**src/lsc_pkg.sv**
```systemverilog
// Shared constants, types and status structs of the LRU slot cache.
package lsc_pkg;

  localparam int ENTRIES     = 16;
  localparam int KEY_BITS    = 32;
  localparam int SLOT_W      = (ENTRIES > 1) ? $clog2(ENTRIES) : 1;
  localparam int RANK_W      = (ENTRIES > 1) ? $clog2(ENTRIES) : 1;
  localparam int KEY_PORT_W  = 32;
  localparam int SLOT_PORT_W = 4;

  typedef logic [KEY_BITS-1:0] tag_t;
  typedef logic [SLOT_W-1:0]   slot_t;
  typedef logic [RANK_W-1:0]   rank_t;

  // Sequencer to scan unit
  typedef struct packed {
    logic  start;
    logic  step;
    slot_t idx;
  } scan_ctl_t;

  // Running result of a scan over the slots
  typedef struct packed {
    logic  found;
    slot_t hit_slot;
    rank_t hit_rank;
    logic  empty;
    slot_t empty_slot;
    logic  best_any;
    slot_t best_slot;
    rank_t best_rank;
    tag_t  best_tag;
  } scan_res_t;

endpackage

```
**src/lsc_key_if.sv**
```systemverilog
// Request channel: one key per beat.
interface lsc_key_if;
  logic                             valid;
  logic                             ready;
  logic [lsc_pkg::KEY_PORT_W-1:0]   key;

  modport source (output valid, output key, input ready);
  modport sink   (input valid, input key, output ready);
endinterface

```
**src/lsc_res_if.sv**
```systemverilog
// Response channel: lookup result per beat.
interface lsc_res_if;
  logic                             valid;
  logic                             ready;
  logic                             hit;
  logic [lsc_pkg::SLOT_PORT_W-1:0]  slot;
  logic                             evicted_valid;
  logic [lsc_pkg::KEY_PORT_W-1:0]   evicted_key;

  modport source (output valid, output hit, output slot, output evicted_valid,
                  output evicted_key, input ready);
  modport sink   (input valid, input hit, input slot, input evicted_valid,
                  input evicted_key, output ready);
endinterface

```
**src/lru_slot_cache.sv**
```systemverilog
// Top level of the LRU slot cache: tag store, recency ranks and sequencer.
//
// Fully associative tag store with least-recently-used replacement.
// req carries one key per beat; rsp returns one beat per key with hit, the
// slot now holding the key, and the evicted key (with its flag) on a miss
// that replaced a valid entry. On a miss the requester refills that slot.
//
// Timing: a key is taken while the sequencer is idle, then the scan unit
// visits one slot per cycle, then a commit step updates ranks, valid bits
// and the tag and loads the response register. The next key is taken only
// after that commit, so keys do not overlap. req.ready is high only while
// the sequencer is idle.
//
// The response sits in an output register, so a new key is taken while the
// previous response still waits. If rsp is stalled, the next commit waits in
// place until the output register frees up.
//
// Reset (synchronous, rst high) clears valid bits, ranks and the sequencer;
// the tag store is not cleared, its entries are only read where valid.
module lru_slot_cache (
  input  logic      clk,
  input  logic      rst,
  lsc_key_if.sink   req,
  lsc_res_if.source rsp
);

  typedef enum logic [1:0] {ST_IDLE, ST_SCAN, ST_COMMIT} state_t;

  localparam lsc_pkg::slot_t LAST_IDX = lsc_pkg::SLOT_W'(lsc_pkg::ENTRIES - 1);

  state_t                        state;
  lsc_pkg::slot_t                idx;
  lsc_pkg::tag_t                 key_r;
  lsc_pkg::tag_t                 tag_store [lsc_pkg::ENTRIES];
  logic [lsc_pkg::ENTRIES-1:0]   valid_bits;
  lsc_pkg::rank_t                rank [lsc_pkg::ENTRIES];

  lsc_pkg::scan_ctl_t            scan_ctl;
  lsc_pkg::scan_res_t            scan_res;

  logic                          req_fire;
  logic                          rsp_free;
  logic                          commit;
  lsc_pkg::slot_t                sel_slot;
  lsc_pkg::rank_t                old_rank;
  logic                          age_all;
  logic                          evict;

  assign req.ready = (state == ST_IDLE);
  assign req_fire  = req.valid && req.ready;
  assign rsp_free  = !rsp.valid || rsp.ready;
  assign commit    = (state == ST_COMMIT) && rsp_free;

  // scan control: clear on accept, step once per slot
  assign scan_ctl.start = req_fire;
  assign scan_ctl.step  = (state == ST_SCAN);
  assign scan_ctl.idx   = idx;

  lsc_scan u_scan (
    .clk  (clk),
    .rst  (rst),
    .ctl  (scan_ctl),
    .key  (key_r),
    .tag  (tag_store[idx]),
    .vld  (valid_bits[idx]),
    .rank (rank[idx]),
    .res  (scan_res)
  );

  // Replacement decision: hit slot, else first empty slot, else oldest.
  always_comb begin
    evict    = !scan_res.found && !scan_res.empty;
    age_all  = !scan_res.found && scan_res.empty;   // new entry: every valid slot ages
    old_rank = scan_res.found ? scan_res.hit_rank : scan_res.best_rank;
    if (scan_res.found) begin
      sel_slot = scan_res.hit_slot;
    end else if (scan_res.empty) begin
      sel_slot = scan_res.empty_slot;
    end else begin
      sel_slot = scan_res.best_slot;
    end
  end

  // Tag store: written only when a key is installed
  always_ff @(posedge clk) begin
    if (commit && !scan_res.found) begin
      tag_store[sel_slot] <= key_r;
    end
  end

  // Sequencer, recency ranks, valid bits and response register
  always_ff @(posedge clk) begin
    if (rst) begin
      state      <= ST_IDLE;
      idx        <= '0;
      valid_bits <= '0;
      rsp.valid  <= 1'b0;
      for (int i = 0; i < lsc_pkg::ENTRIES; i++) begin
        rank[i] <= '0;
      end
    end else begin
      // a commit reloads the output register, else a taken beat empties it
      if (commit) begin
        rsp.valid <= 1'b1;
      end else if (rsp.valid && rsp.ready) begin
        rsp.valid <= 1'b0;
      end
      case (state)
        ST_IDLE: begin
          if (req_fire) begin
            key_r <= lsc_pkg::tag_t'(req.key);
            idx   <= '0;
            state <= ST_SCAN;
          end
        end
        ST_SCAN: begin
          idx <= idx + lsc_pkg::SLOT_W'(1);
          if (idx == LAST_IDX) begin
            state <= ST_COMMIT;
          end
        end
        ST_COMMIT: begin
          if (rsp_free) begin
            // slots more recent than the selected one age by one; on a fill of an empty slot every valid slot ages
            for (int i = 0; i < lsc_pkg::ENTRIES; i++) begin
              if (lsc_pkg::SLOT_W'(i) != sel_slot && valid_bits[i] &&
                  (age_all || rank[i] < old_rank)) begin
                rank[i] <= rank[i] + lsc_pkg::RANK_W'(1);
              end
            end
            rank[sel_slot]       <= '0;
            valid_bits[sel_slot] <= 1'b1;
            rsp.hit              <= scan_res.found;
            rsp.slot             <= lsc_pkg::SLOT_PORT_W'(sel_slot);
            rsp.evicted_valid    <= evict;
            rsp.evicted_key      <= evict ? lsc_pkg::KEY_PORT_W'(scan_res.best_tag)
                                          : '0;
            state                <= ST_IDLE;
          end
        end
        default: begin
          state <= ST_IDLE;
        end
      endcase
    end
  end

`ifndef SYNTHESIS
  // Selected slot is valid and most recent after a commit.
  a_commit_valid: assert property (@(posedge clk) disable iff (rst)
    commit |=> valid_bits[$past(sel_slot)])
    else $error("committed slot not valid");

  a_commit_rank: assert property (@(posedge clk) disable iff (rst)
    commit |=> rank[$past(sel_slot)] == '0)
    else $error("committed slot not most recent");

  // Eviction only when every slot holds a key.
  a_evict_full: assert property (@(posedge clk) disable iff (rst)
    (commit && evict) |-> (&valid_bits))
    else $error("eviction with an empty slot present");

  // Valid bits are only ever set outside reset.
  a_valid_grow: assert property (@(posedge clk) disable iff (rst)
    !$past(rst) |-> $countones(valid_bits) >= $countones($past(valid_bits)))
    else $error("valid count dropped");
`endif

endmodule

```
**src/lsc_scan.sv**
```systemverilog
// Scan unit: examines one slot per step, tracks hit, first empty and oldest slot.
module lsc_scan (
  input  logic               clk,
  input  logic               rst,
  input  lsc_pkg::scan_ctl_t ctl,
  input  lsc_pkg::tag_t      key,
  input  lsc_pkg::tag_t      tag,
  input  logic               vld,
  input  lsc_pkg::rank_t     rank,
  output lsc_pkg::scan_res_t res
);

  always_ff @(posedge clk) begin
    if (rst || ctl.start) begin
      res <= '0;
    end else if (ctl.step) begin
      // first match wins
      if (vld && tag == key && !res.found) begin
        res.found    <= 1'b1;
        res.hit_slot <= ctl.idx;
        res.hit_rank <= rank;
      end
      if (!vld && !res.empty) begin
        res.empty      <= 1'b1;
        res.empty_slot <= ctl.idx;
      end
      // strict compare keeps the lowest slot on a tie
      if (vld && (!res.best_any || rank > res.best_rank)) begin
        res.best_any  <= 1'b1;
        res.best_slot <= ctl.idx;
        res.best_rank <= rank;
        res.best_tag  <= tag;
      end
    end
  end

endmodule

```
**src/flat_wrapper.sv**
```systemverilog
// flat-port wrapper written by rule: the top's interface ports become plain ports
module lru_slot_cache_flat 
  (clk, rst, req_valid, req_key, req_ready, rsp_valid, rsp_hit, rsp_slot, rsp_evicted_valid, rsp_evicted_key, rsp_ready);
  lsc_key_if req_i ();
  lsc_res_if rsp_i ();
  input  logic clk;
  input  logic rst;
  input wire logic [$bits(req_i.valid)-1:0] req_valid;
  input wire logic [$bits(req_i.key)-1:0] req_key;
  output wire logic [$bits(req_i.ready)-1:0] req_ready;
  output wire logic [$bits(rsp_i.valid)-1:0] rsp_valid;
  output wire logic [$bits(rsp_i.hit)-1:0] rsp_hit;
  output wire logic [$bits(rsp_i.slot)-1:0] rsp_slot;
  output wire logic [$bits(rsp_i.evicted_valid)-1:0] rsp_evicted_valid;
  output wire logic [$bits(rsp_i.evicted_key)-1:0] rsp_evicted_key;
  input wire logic [$bits(rsp_i.ready)-1:0] rsp_ready;
  assign req_i.valid = req_valid;
  assign req_i.key = req_key;
  assign req_ready = req_i.ready;
  assign rsp_valid = rsp_i.valid;
  assign rsp_hit = rsp_i.hit;
  assign rsp_slot = rsp_i.slot;
  assign rsp_evicted_valid = rsp_i.evicted_valid;
  assign rsp_evicted_key = rsp_i.evicted_key;
  assign rsp_i.ready = rsp_ready;
  lru_slot_cache u_core (.clk(clk), .rst(rst), .req(req_i), .rsp(rsp_i));
endmodule
```
**config.mk**
```make
export PLATFORM = sky130hd
export DESIGN_NAME = lru_slot_cache_flat
export DESIGN_NICKNAME = d
export VERILOG_FILES = /design/src/lsc_pkg.sv /design/src/lsc_key_if.sv /design/src/lsc_res_if.sv /design/src/lru_slot_cache.sv /design/src/lsc_scan.sv /design/src/flat_wrapper.sv
export SDC_FILE = /design/constraint.sdc
export NUM_CORES = 1
export LEC_CHECK = 0
export BUFFER_PORTS_ARGS = -buffer_cell sky130_fd_sc_hd__buf_2
export CORE_ASPECT_RATIO = 0.9
export CORE_MARGIN = 5
export CORE_UTILIZATION = 25
export DETAILED_ROUTE_END_ITERATION = 8
export GPL_TIMING_DRIVEN = 0
export PLACE_DENSITY = 0.46
export RECOVER_POWER = 25
export SYNTH_ARGS = -nofsm -noshare
export SYNTH_HDL_FRONTEND = slang
export SYNTH_SLANG_ARGS = --single-unit
```
**constraint.sdc**
```tcl
create_clock -name clk -period 4.8 [get_ports clk]
set_input_delay 0.48 -clock clk [delete_from_list [all_inputs] [get_ports clk]]
set_output_delay 0.48 -clock clk [all_outputs]
set_load 0.02 [all_outputs]
```
## Word-level counts from Yosys, hierarchy flattened

Memories as Yosys holds them, arrays and structs flattened. A register that Yosys moved wholly into a read port is not among the register bits.
Index checks and enable logic that the tools add are counted.
Widths: inputs -> output; s select.

- Output and inout port bits: 40
- Input bits: 36
- RAM bits: 576
- Register bits: 148
- Memories kept: 2

- $lt $le $gt $ge: 20
- Bitwise operators: 18
- Reductions and logical operators: 79
- Add/sub/neg operators: 17
- Mux-type cells: 123
- Eq/ne operators: 22

Memories:

| memory | words | width | read ports | clocked after Yosys merged registers in | wr ports | RTL line | source |
|---|---|---|---|---|---|---|---|
| u_core.tag_store | 16 | 32 | 1 | 1 | 1 | lru_slot_cache.sv:34 | `lsc_pkg::tag_t tag_store [lsc_pkg::ENTRIES];` |
| u_core.rank | 16 | 4 | 17 | 1 | 17 | lru_slot_cache.sv:36 | `lsc_pkg::rank_t rank [lsc_pkg::ENTRIES];` |

Operators with widths:

| operator | count |
|---|---|
| $mux 4 | 24 |
| $mux 1 | 92 |
| $add 4x1->4 const B | 17 |
| $lt 4x4->1 | 16 |
| $logic_and 1x1->1 | 43 |
| $eq 32x32->1 | 1 |
| $ne 4x4->1 const A | 8 |
| $logic_or 1x1->1 | 19 |
| $ne 3x4->1 const A | 4 |
| $or 1x1->1 | 16 |
| $or 16x16->16 | 1 |
| $lt 4x5->1 const B | 2 |
| $reduce_and 2->1 | 5 |
| $reduce_and 3->1 | 3 |
| $ne 2x4->1 const A | 2 |
| $pmux 4 s2 | 1 |
| $mux 2 | 3 |
| $pmux 2 s3 | 1 |
| $logic_not 1->1 | 5 |
| $bmux 1 s4 | 1 |
| $demux 1 s4 | 1 |
| $eq 4x4->1 const B | 1 |
| $ge 4x1->1 const B | 1 |
| $gt 4x4->1 | 1 |
| other kinds (9) | 11 |

## Longest topological paths before layout

Gate-level depths: netlist (run 1).

- Word-level depth: 11
- Depth in mapped cells: 21

## Modules after synthesis

From an unflattened synthesis (run 1), not the netlist that was laid out.

- Cell total of the unflattened synthesis: 1808
- Area, all modules: 30372.9 um2

Modules (own cells, without submodules):

| module | seq. area each (um2) | area an instance (um2) | cells an instance | instances |
|---|---|---|---|---|
| lru_slot_cache | 19298.5 | 27855.5 | 1519 | 1 |
| lsc_scan | 1101.1 | 2517.4 | 289 | 1 |

## Least setup slack after synthesis (run 1)

OpenSTA, ideal clock, no wires.

- Path kind: register to register
- Start: register u_core.u_scan.res[54] in the netlist's numbering
- End: memory u_core.tag_store[11][0] in the netlist's numbering, enable pin
- Clock period less this slack: 4.172 ns
- Library setup time: 0.461 ns
- Required time: 4.339 ns
- Path slack: 0.628 ns
- Arrival time: 3.711 ns
- Stages on the path, launching flop included: 7
- Buffers on the path: 4
- Cells stage by stage: dfxtp_1 > clkbuf_1 > clkbuf_1 > or3_1 > clkbuf_1 > clkbuf_1 > nor3_1

- Longest elaborated chain between the ends: 4
- Elaborated cells on any way between the ends: 5
- Classes of those cells: mux: 3; reduce/logical: 2

Ends and longest elaborated chain:

| what | RTL line | source |
|---|---|---|
| start, declared | lsc_scan.sv:10 | `output lsc_pkg::scan_res_t res` |
| $logic_not 1->1 | lru_slot_cache.sv:86 | `if (commit && !scan_res.found) begin` |
| $logic_and 1x1->1 | lru_slot_cache.sv:86 |  |
| $mux 1 | lru_slot_cache.sv:86 |  |
| $mux 1 (not written as such) | lru_slot_cache.sv:87 | `tag_store[sel_slot] <= key_r;` |
| end, declared | lru_slot_cache.sv:34 |  |

Parallel ways exist; a longest one is shown, timed or not.

==> results of run 1 <==
per-stage QoR:
step	total power [mW]	util (%)	setup TNS (ns)	cells	hold WS, ns
2_1_floorplan	7.206	-	0	1966	0.4064
3_3_place_gp	7.410	27.20	-1618.45	3640	0.4397
3_5_place_dp	7.419	27.92	-66.69	3697	0.4392
4_1_cts	13.93	30.45	0	3865	0.008091
5_1_grt	14.23	30.45	0	3863	0.08956
6_report	13.78	30.45	0	3863	0.09512
layout make-up:
type,count,area share [%]
Buffer,89,1.398
Clock buffer,103,6.075
Clock inverter,45,1.422
Inverter,38,0.3892
Multi-Input combinational cell,1106,26.53
Sequential cell,728,55.19
Tap cell,1599,5.412
Timing Repair Buffer,155,3.584
cell families after synthesis:
logic type / after synthesis
xor+xnor: 72
buf+inv: 132
mux: 288
simple gates: 424
compound gates: 253
fa+ha+maj: 69
flops: 728
synth_stat cells, drive strengths merged (3+ instances only):
master,count
nor4,3
a21o,12
nand4,17
a22oi,25
o211ai,3
o22ai,4
or3,5
nand2b,19
nor3,26
buf,50
mux4,133
o2111a,3
xnor2,35
o221ai,4
dfxtp,146
mux2,10
o21a,30
nand3,24
o21ai,53
mux2i,145
o31ai,3
nor2b,9
ha,69
or2,4
a31oi,8
a221oi,8
a221o,3
a22o,4
clkbuf,44
edfxtp,582
o2111ai,6
nor2,194
nand2,81
inv,36
a211oi,12
and3,6
a21oi,60
and2,34
xor2,37
cell usage in the layout (no fill, tap or decap), types with 51 or more instances in the layout:
| cell | n |
|---|---|
| nor2_1 | 185 |
| edfxtp_1 | 582 |
| buf_2 | 79 |
| clkbuf_1 | 64 |
| mux2i_1 | 141 |
| dfxtp_1 | 145 |
| a21oi_1 | 60 |
| nand2_1 | 81 |
| buf_6 | 51 |
| ha_1 | 69 |
| mux4_2 | 133 |
| o21ai_0 | 53 |
| clkbuf_16 | 86 |
layer usage:
layer | wire length [um] | vias up
met5 | 0 | -
met4 | 1605 | 0
met3 | 5872 | 104
met2 | 44550 | 618
met1 | 45400 | 9735
li1 | - | 8063
repair_timing:
action	4_1_cts	5_1_grt
hold buffers	23	0
cloned	0	0
pin swaps	0	0
resized for setup	33	9
endpoints found under the hold margin	23	0
endpoints found under the setup margin	49	48
power by group through the flow:
stage / Combinational (mW) / Sequential [mW] / Clock (mW)
final: 0.455 / 6.84 / 6.48
after global routing: 0.485 / 6.84 / 6.90
after CTS: 0.462 / 6.84 / 6.62
after detailed placement: 0.442 / 6.98 / 0
after global placement: 0.437 / 6.97 / 0
after floorplan: 0.255 / 6.95 / 0
flip-flops by register name (all words and copies together), names as in the netlist, 2 cells and up, named ones only:
name and cells:
u_core.idx 4, u_core.rsp.slot 4, u_core.rsp.evicted_key 32, u_core.rank 64, u_core.valid_bits 16, u_core.state 2, u_core.tag_store 512, u_core.u_scan.res 55
u_core.key_r 32
worst min path at each step:
stage | end
global placement | u_core.rsp.hit$_DFFE_PP_
finish | u_core.key_r[17]$_DFFE_PP_
CTS | u_core.key_r[11]$_DFFE_PP_
floorplan | u_core.rsp.hit$_DFFE_PP_
detailed placement | u_core.rsp.hit$_DFFE_PP_
global route | u_core.key_r[1]$_DFFE_PP_
==> results.md, run 1 <==
* Netlist cell types at 60
* Clock power share at 47.0%
* Sw power at 3.000 mW
* Period minus WS final at about 4.7 ns
* Register share of total power at 49.7%
* Yosys top cell area share at 57.03%
* First-pass detailed-route iteration total at 7
* Post-synthesis mux area share at 14.88%
* Synth Net Count at 2,071
* Last element of the critical path: u_core.u_scan.res[46]$_SDFFE_PP0P_
* Worst-path clk slew at 0.06 ns
* Pwr dens at 372.8 nW/um2
* Int Pwr at 10.78 mW
* DRT Wirelength at 97,430 um
* EDFF count, synth at 582
* Reg-to-reg slack, setup at 0.09 ns
* RR Endpoint: u_core.u_scan.res[46]$_SDFFE_PP0P_
* Top Usage Layer GRT: met2
* Crit. End Element: flop
* Core box area at 121,400 um2
* Max Slew Vio Count at 0
* Final instance area at 36,970 um2
* RSZ-0062 raised after global routing: no
* R2R cell count at 12
* Seq/Total Area, Yosys at between 60% and 70%
* Yosys Warn Count at 0
* Final setup margin at roughly 0.087 ns
* Via count at 18,520
* Post-Route Skew at approximately 0.045 ns
* Vias in the first global route at ~19,000
* Max Fclk at 212.2 MHz
* Rows at 121
* Layout Area Growth over Synthesis at 20.62%
* CTS tree: yes
* Grt met2 use at 23.44%
* Multi-input gate area at 9808 um2
* Worst hold path class: in2reg
* Worst path slowest cell: o21ai_0
* Synth async-reset ratio at 0%
* Static Leakage at between 10 and 15 nW
* Max cap viols at 0
* Synthesized area per cell at 15.59 um2
* Placed cell area at 33,900 um2
* Cells after Synth at ~2,000
* Nets@finish at 2,306
* Total gr overflow at 0
* Comb pwr share at 3.3%
* Status: finished, final reports clean
* XOR/XNOR Fraction of Synth Area at 2.058%
* Area leader, netlist: edfxtp_1
* Clk buf depth at 3
* Largest net degree at the start of global routing at 34
* Critical path depth at 12
* Register bit total from synthesis at 728
* Cell Area, Synth at 30,650 um2
* Worst-margin pin slew at 1.296 ns
* Height of the chip at 342.2 um
* Worst VDD drop at 0.0002624 V
* Sequential Area at roughly 20,000 um2
* Wire per inst at between 20 and 30 um
* Worst path max stage delay at 0.68 ns
* Crit path buf inv count at 5
* Dpl ws at -1.581 ns
* Die Span X at 379.1 um
* CP top delay family: compound AO/OA/AOI/OAI gates
* Crit-path max FO at 10
* IO Port Bufs at 75
* Global placement routability congestion at between 0.8 and 0.9
* Largest family of logic cells by synthesized area: multiplexers
* Clock root cell: clkbuf_16
* Antenna-violating nets left at 0
* Initial antenna violation count at 3
* Met3 usage at under 10%
* Switching share of power at a little over a fifth
* Synth top area cells: edfxtp_1 57%, mux4_2 9.8%, dfxtp_1 9.5%
* Vias per std cell at 4.794
* HP Start: req_key[17]
* Clock sinks at 728
* Adder-cell share of the synthesized area at 2.817%
* Period utilisation layout at between 90% and 100%
* Clk_lat worst skew at 0.66 ns
* First-pass GRT wire length at 139,500 um
* Clock H-tree levels at 3
* Cells along the critical path: buf_4, buf_4, inv_1, buf_2, buf_2, o21ai_0, xor2_1, nand4_1, o31ai_1, nand4_1, o21ai_0, a21oi_1
* CP arrival at 5.23 ns
* Simple logic cell fraction of the synthesized area at 6.242%
* Fillers at around 12,000
* WP data required at between 5 and 6 ns
* Number of DRC markers in iteration 0 at 1,715
* Final-report hold violation count at 0
* Io pins at 76
* Slew HR at 13.60%
* # DRC at 0
* Die area at 129,700 um2
* # diodes at 0
* Critical path class: reg2reg
* Initial core utilization at between 20% and 30%
* Gr usage total at around 15%
* Primary FF master, synth: edfxtp_1
* Startpoint types: flop
* Post-CTS setup buffers at 0
* Compound-Gate Fraction of Synth Area at roughly 5.5%
* Met1 Usage GRT at between 20% and 30%
* Share of cells above drive strength 1 at 20.63%
* DP HPWL at 70,110 um
* Final setup viols at 0
* Num CTS Buffers at 83
* Worst hold path depth at 1
Note: power is estimated with default switching activity, not from simulation.
==> run 2, diff against run 1 <==
CORE_MARGIN = 2   (was 5)
==> results.md, run 2 (synthesized netlist as in run 1, its figures left out) <==
* Startpoint types: flop
* Worst VDD drop at between 0.0002 and 0.00025 V
* Last element of the critical path: u_core.u_scan.res[47]$_SDFFE_PP0P_
* # diodes at 0
* Nets@finish at around 2,300
* Worst-path clk slew at 0.06 ns
* Period utilisation layout at 96.57%
* Clk buf depth at 3
* Antenna-violating nets left at 0
* Top flop regs: u_core.tag_store x512, u_core.rank x64, u_core.u_scan.res x55
* Period minus WS final at 4.635 ns
* Crit. End Element: flop
* Largest net degree at the start of global routing at 35
* Final setup viols at 0
* Worst-margin pin slew at 1.301 ns
* Via count at 18,717
* Max reg flops at between 500 and 600
* WP data required at 5.31 ns
* Fin cells at 3,871
* Max cap viols at 0
* First-pass detailed-route iteration total at 6
* Crit-path max FO at 10
* DP HPWL at 70,370 um
* Clock H-tree levels at 3
* Worst hold path class: in2reg
* Power Total at 13.59 mW
* Placed Cells at 3,697
* Core box area at 121,300 um2
* Die Span X at between 300 and 400 um
* Status: finished, final reports clean
* Clk_lat worst skew at 0.67 ns
* Layout Area Growth over Synthesis at 20.36%
* Reg-to-reg slack, setup at about 0.16 ns
* CTS tree: yes
* Num CTS Buffers at 83
* Global placement routability congestion at 0.8783
* Clock sinks at 728
* Register with the most flip-flops: u_core.tag_store
* Initial antenna violation count at 1
* Rows at 121
* Static Leakage at 11.96 nW
* # DRC at 0
* Wire per inst at ~25 um
* Final hold slack at 0.09298 ns
* Max Fclk at 215.7 MHz
* Vias per std cell at slightly below 5
* RR Endpoint: u_core.u_scan.res[47]$_SDFFE_PP0P_
* Die area at around 130,000 um2
* Share of cells above drive strength 1 at 20.33%
* Post-Route Skew at 0.03615 ns
* Gr usage total at 15.49%
* Initial core utilization at 25.27%
* DRT Wirelength at between 90,000 and 100,000 um
* Final-report hold violation count at 0
* Post-Route Setup TNS at 0 ns
* Clock root cell: clkbuf_16
* Max Slew Vio Count at 0
* Height of the chip at 336.2 um
* Most frequent cells in the layout: 582 x edfxtp_1, 185 x nor2_1, 145 x dfxtp_1
* RSZ-0062 raised after global routing: no
* IO Port Bufs at 75
* First-pass GRT wire length at between 100,000 and 150,000 um
* Number of DRC markers in iteration 0 at 1,896
* CP arrival at 5.14 ns
* Io pins at 76
* Slew HR at between 10% and 20%
* Pwr dens at 368.5 nW/um2
* R2R cell count at 12
* Commonest non-fill, non-tap cell in the layout: edfxtp_1
* Vias in the first global route at ~19,000
* Critical path class: reg2reg
* Total gr overflow at 0
* Fillers at 11,913
[run 2: metrics by stage]
stage | util (%) | instance area, um2 | setup slack (ns)
6_report | 30.42 | 36890 | 0.1648
5_1_grt | 30.42 | 36890 | 0.002043
4_1_cts | 30.40 | 36870 | 0.07598
3_5_place_dp | 27.94 | 33890 | -1.456
3_3_place_gp | 27.23 | 33020 | -4.301
2_1_floorplan | - | 30650 | 0.6278
[run 2: layer usage]
metal	vias up	part of all wire (%)	GRT usage [%]
met5	-	0	0
met3	119	5.9	2.619
met1	9870	47	22.14
li1	8082	-	-
met4	0	1.9	3.771
met2	646	46	24.42
[run 2: area by class of cell]
| type | instances | area (um2) | area share, % |
|---|---|---|---|
| clock inverter | 44 | 435.4 | 1.180 |
| multi-input combinational | 1106 | 9818 | 26.62 |
| timing repair buffer | 157 | 1315 | 3.565 |
| sequential | 728 | 20400 | 55.31 |
| buffer | 90 | 516.7 | 1.401 |
| inverter | 38 | 143.9 | 0.3901 |
| tap | 1599 | 2001 | 5.424 |
| clock buffer | 109 | 2256 | 6.116 |
[run 2: worst min-delay path by stage]
stage | start | endpoint | slack, ns | depth (start not counted)
final | req_key[14] | u_core.key_r[14]$_DFFE_PP_ | 0.09 | 1
after global routing | req_key[22] | u_core.key_r[22]$_DFFE_PP_ | 0.07 | 1
after CTS | req_key[14] | u_core.key_r[14]$_DFFE_PP_ | 0.01 | 1
after detailed placement | u_core.u_scan.res[54]$_SDFFE_PP0P_ | u_core.rsp.hit$_DFFE_PP_ | 0.42 | 0
after global placement | u_core.u_scan.res[54]$_SDFFE_PP0P_ | u_core.rsp.hit$_DFFE_PP_ | 0.42 | 0
after floorplan | u_core.u_scan.res[54]$_SDFFE_PP0P_ | u_core.rsp.hit$_DFFE_PP_ | 0.41 | 0
[run 2: repair_timing]
item,CTS,global route
setup buffers,0,4
hold buffers,21,0
endpoints found under the hold margin,21,0
resized for setup,33,8
setup endpoints to repair,49,46
[run 2: critical path, cell delays in order, from the launching register on]
cell and delay [ns]:
dfxtp_1 0.31, buf_6 0.18, buf_4 0.27, inv_1 0.37, buf_2 0.47, buf_2 0.48
nand2_1 0.11, a31oi_1 0.70, xor2_1 0.22, nor4_4 0.48, nand3_1 0.46, o21ai_0 0.30
a21oi_1 0.10
[run 2: where the power goes]
| part | internal [mW] | switching (mW) | total [mW] |
|---|---|---|---|
| clock network | 3.61 | 2.68 | 6.29 |
| logic | 0.165 | 0.296 | 0.462 |
| registers | 6.79 | 0.0545 | 6.84 |
| total | 10.6 | 3.03 | 13.6 |
==> run 3, diff against run 2 <==
ABC_AREA = 1   (was not set)
==> results.md, run 3 <==
* Initial antenna violation count at 7
* Dpl ws at 0.1039 ns
* Synth top area cells: edfxtp_1 55%, dfxtp_1 9.2%, nand2_1 8.7%
* Global placement routability congestion at slightly above 0.9
* Final setup viols at 0
* Yosys top cell area share at 54.82%
* Worst hold path class: in2reg
* Fin cells at 5,240
* Sw power at 3.890 mW
* DP HPWL at between 80,000 and 90,000 um
* RSZ-0062 raised after global routing: no
* Met3 usage at 3.970%
* Rows at 124
* Crit. End Element: flop
* Core box area at roughly 130,000 um2
* Met1 Usage GRT at 25.93%
* # DRC at 0
* Synth Net Count at 3,302
* Primary FF master, synth: edfxtp_1
* CP arrival at approximately 5.1 ns
* Max Fclk at 225.3 MHz
* Register bit total from synthesis at 728
* Layout Area Growth over Synthesis at 20.92%
* Nets@finish at 3,572
* Clock sinks at 728
* Register share of total power at a little under half
* Clock power share at 44.8%
* Power Total at 14.92 mW
* Status: finished, final reports clean
* Startpoint types: flop
* Initial core utilization at about a quarter
* Int Pwr at 11.03 mW
* Yosys Warn Count at 0
* Die Span X at roughly 380 um
* Switching share of power at 26.07%
* IO Port Bufs at 75
* Max Slew Vio Count at 0
* Area leader, netlist: edfxtp_1
* Crit-path max FO at 10
* Static Leakage at 14.58 nW
* Final-report hold violation count at 0
* Vias in the first global route at 22,655
* Via count at 24,637
* Max reg flops at between 500 and 600
* Cell Area, Synth at 31,880 um2
* Clk buf depth at 3
* Gr usage total at 18.16%
* Num CTS Buffers at 85
* Top Usage Layer GRT: met2
* Worst VDD drop at 0.0002430 V
* Total gr overflow at 0
* Wire per inst at approximately 23 um
* Critical path class: reg2reg
* Synthesized area per cell at about 10 um2
* Max cap viols at 0
* Grt met2 use at 27.23%
* Pwr dens at about 390 nW/um2
* Height of the chip at 342.8 um
* Final core occ at a little under a third
* Cells after Synth at 3,197
* Vias per std cell at between 4 and 5
* Worst-path clk slew at 0.06 ns
* Final setup margin at 0.3607 ns
* DRT Wirelength at approximately 120,000 um
* Share of cells above drive strength 1 at around 11%
* Period utilisation layout at 92.49%
* Die area at 130,400 um2
* WP data required at ~5.4 ns
* Clk_lat worst skew at approximately 0.68 ns
* EDFF count, synth at 582
* Clock H-tree levels at 3
* Netlist cell types at 36
* Period minus WS final at about 4.4 ns
* Seq/Total Area, Yosys at 63.99%
* Antenna-violating nets left at 0
* CTS tree: yes
* Commonest non-fill, non-tap cell in the layout: nand2_1
* Top flop regs: u_core.tag_store x512, u_core.rank x64, u_core.u_scan.res x55
* Io pins at 76
* Post-Route Skew at roughly 0.054 ns
* First-pass GRT wire length at around 170,000 um
* Number of DRC markers in iteration 0 at 3,174
* Synth top cells by count: 743 x nand2_1, 582 x edfxtp_1, 343 x nor2_1
* Slew HR at 9.668%
* Placed Cells at 5,054
* Clock root cell: clkbuf_16
* Register with the most flip-flops: u_core.tag_store
* First-pass detailed-route iteration total at 6
* Largest net degree at the start of global routing at 33
* Comb pwr share at under 10%
* Most frequent cells in the layout: 743 x nand2_1, 582 x edfxtp_1, 342 x nor2_1
* Synth async-reset ratio at 0%
* Worst-margin pin slew at 1.355 ns
* Count leader, synth: nand2_1
==> run 3: cell count changes in the layout (fill, tap and decap cells not counted), sizes merged, moves of 133 or more <==
cell / previous run / this run
inv: 38 / 303
mux2i: 145 / 0
mux4: 133 / 0
nand2: 81 / 743
nand3: 24 / 316
nor2: 194 / 346
o21ai: 53 / 238
==> run 3: critical path, cell delays in order, from the launching register on <==
cell and delay [ns]:
dfxtp_1 0.37, inv_2 0.18, buf_2 0.45, buf_2 0.40, clkbuf_1 0.47, o21ai_0 0.17, o221ai_1 0.28, nand3_1 0.14
nand2_1 0.25, ha_1 0.29, a21oi_1 0.17, o21ai_0 0.09, o21ai_0 0.08, nand2_1 0.07, nand2_1 0.29, clkbuf_1 0.36
o21ai_0 0.18, a21oi_1 0.14
==> run 3: layout make-up <==
class	count	area [um2]
Antenna cell	2	5.005
Inverter	306	1151
Sequential cell	728	20400
Buffer	144	743.2
Multi-Input combinational cell	2018	9682
Tap cell	1701	2128
Fill cell	13136	88210
Timing Repair Buffer	184	1595
Clock inverter	43	526.8
Clock buffer	114	2317
==> run 3: what timing repair did <==
item	in CTS	in global routing
hold buffers	28	0
resized for setup	0	2
buffers inserted	0	0
hold endpoints to repair	28	0
setup endpoints to repair	0	30
==> run 3: power by group through the flow <==
stage | sequential [mW] | combinational (mW) | clock (mW)
after detailed placement | 7.06 | 1.27 | 0
after global routing | 6.93 | 1.41 | 7.03
after global placement | 7.06 | 1.24 | 0
final | 6.93 | 1.31 | 6.68
after CTS | 6.92 | 1.29 | 6.79
after floorplan | 7.02 | 0.686 | 0
==> run 3: metal layers <==
metal | part of all wire (%) | routed length (um) | up-vias
met4 | 2.9 | 3494 | 2
met5 | 0.011 | 13 | -
met1 | 45 | 54690 | 11909
met3 | 9.3 | 11170 | 187
li1 | - | - | 11414
met2 | 43 | 51290 | 1125
==> run 3: path summary, 6_finish.rpt <==
kind         cells after the start                                  to  slack [ns]                               from
max                             17  u_core.u_scan.res[19]$_SDFFE_PP0P_        0.36                               flop
min                              2        u_core.state[1]$_SDFFE_PP0P_        0.13                                rst
max reg2reg                     17  u_core.u_scan.res[19]$_SDFFE_PP0P_        0.36                               flop
min reg2reg                      2   u_core.u_scan.res[4]$_SDFFE_PP0P_        0.45  u_core.u_scan.res[4]$_SDFFE_PP0P_
==> run 3: stage by stage <==
step                setup TNS (ns)  hold slack, ns  instance area, um2
floorplan                        0          0.4029               31880
global placement          -1695.97          0.4405               34380
finish                           0          0.1342               38550
global route                     0          0.1232               38550
CTS                              0         0.05140               38550
detailed placement               0          0.4440               35430
==> run 3: cells by family (layout without fill, tap and decap cells) <==
kind of cell               Yosys count  after routing  synth area share (%)
xor gates and xnor gates            13             13                0.3572
other                                0              2                     0
AOI/OAI and AO/OA                  459            459                 7.842
DFF                                728            728                 63.99
and+or+nand+nor                   1477           1477                 19.15
buffers and inverters              451            791                 5.946
adders and majority gates           69             69                 2.708
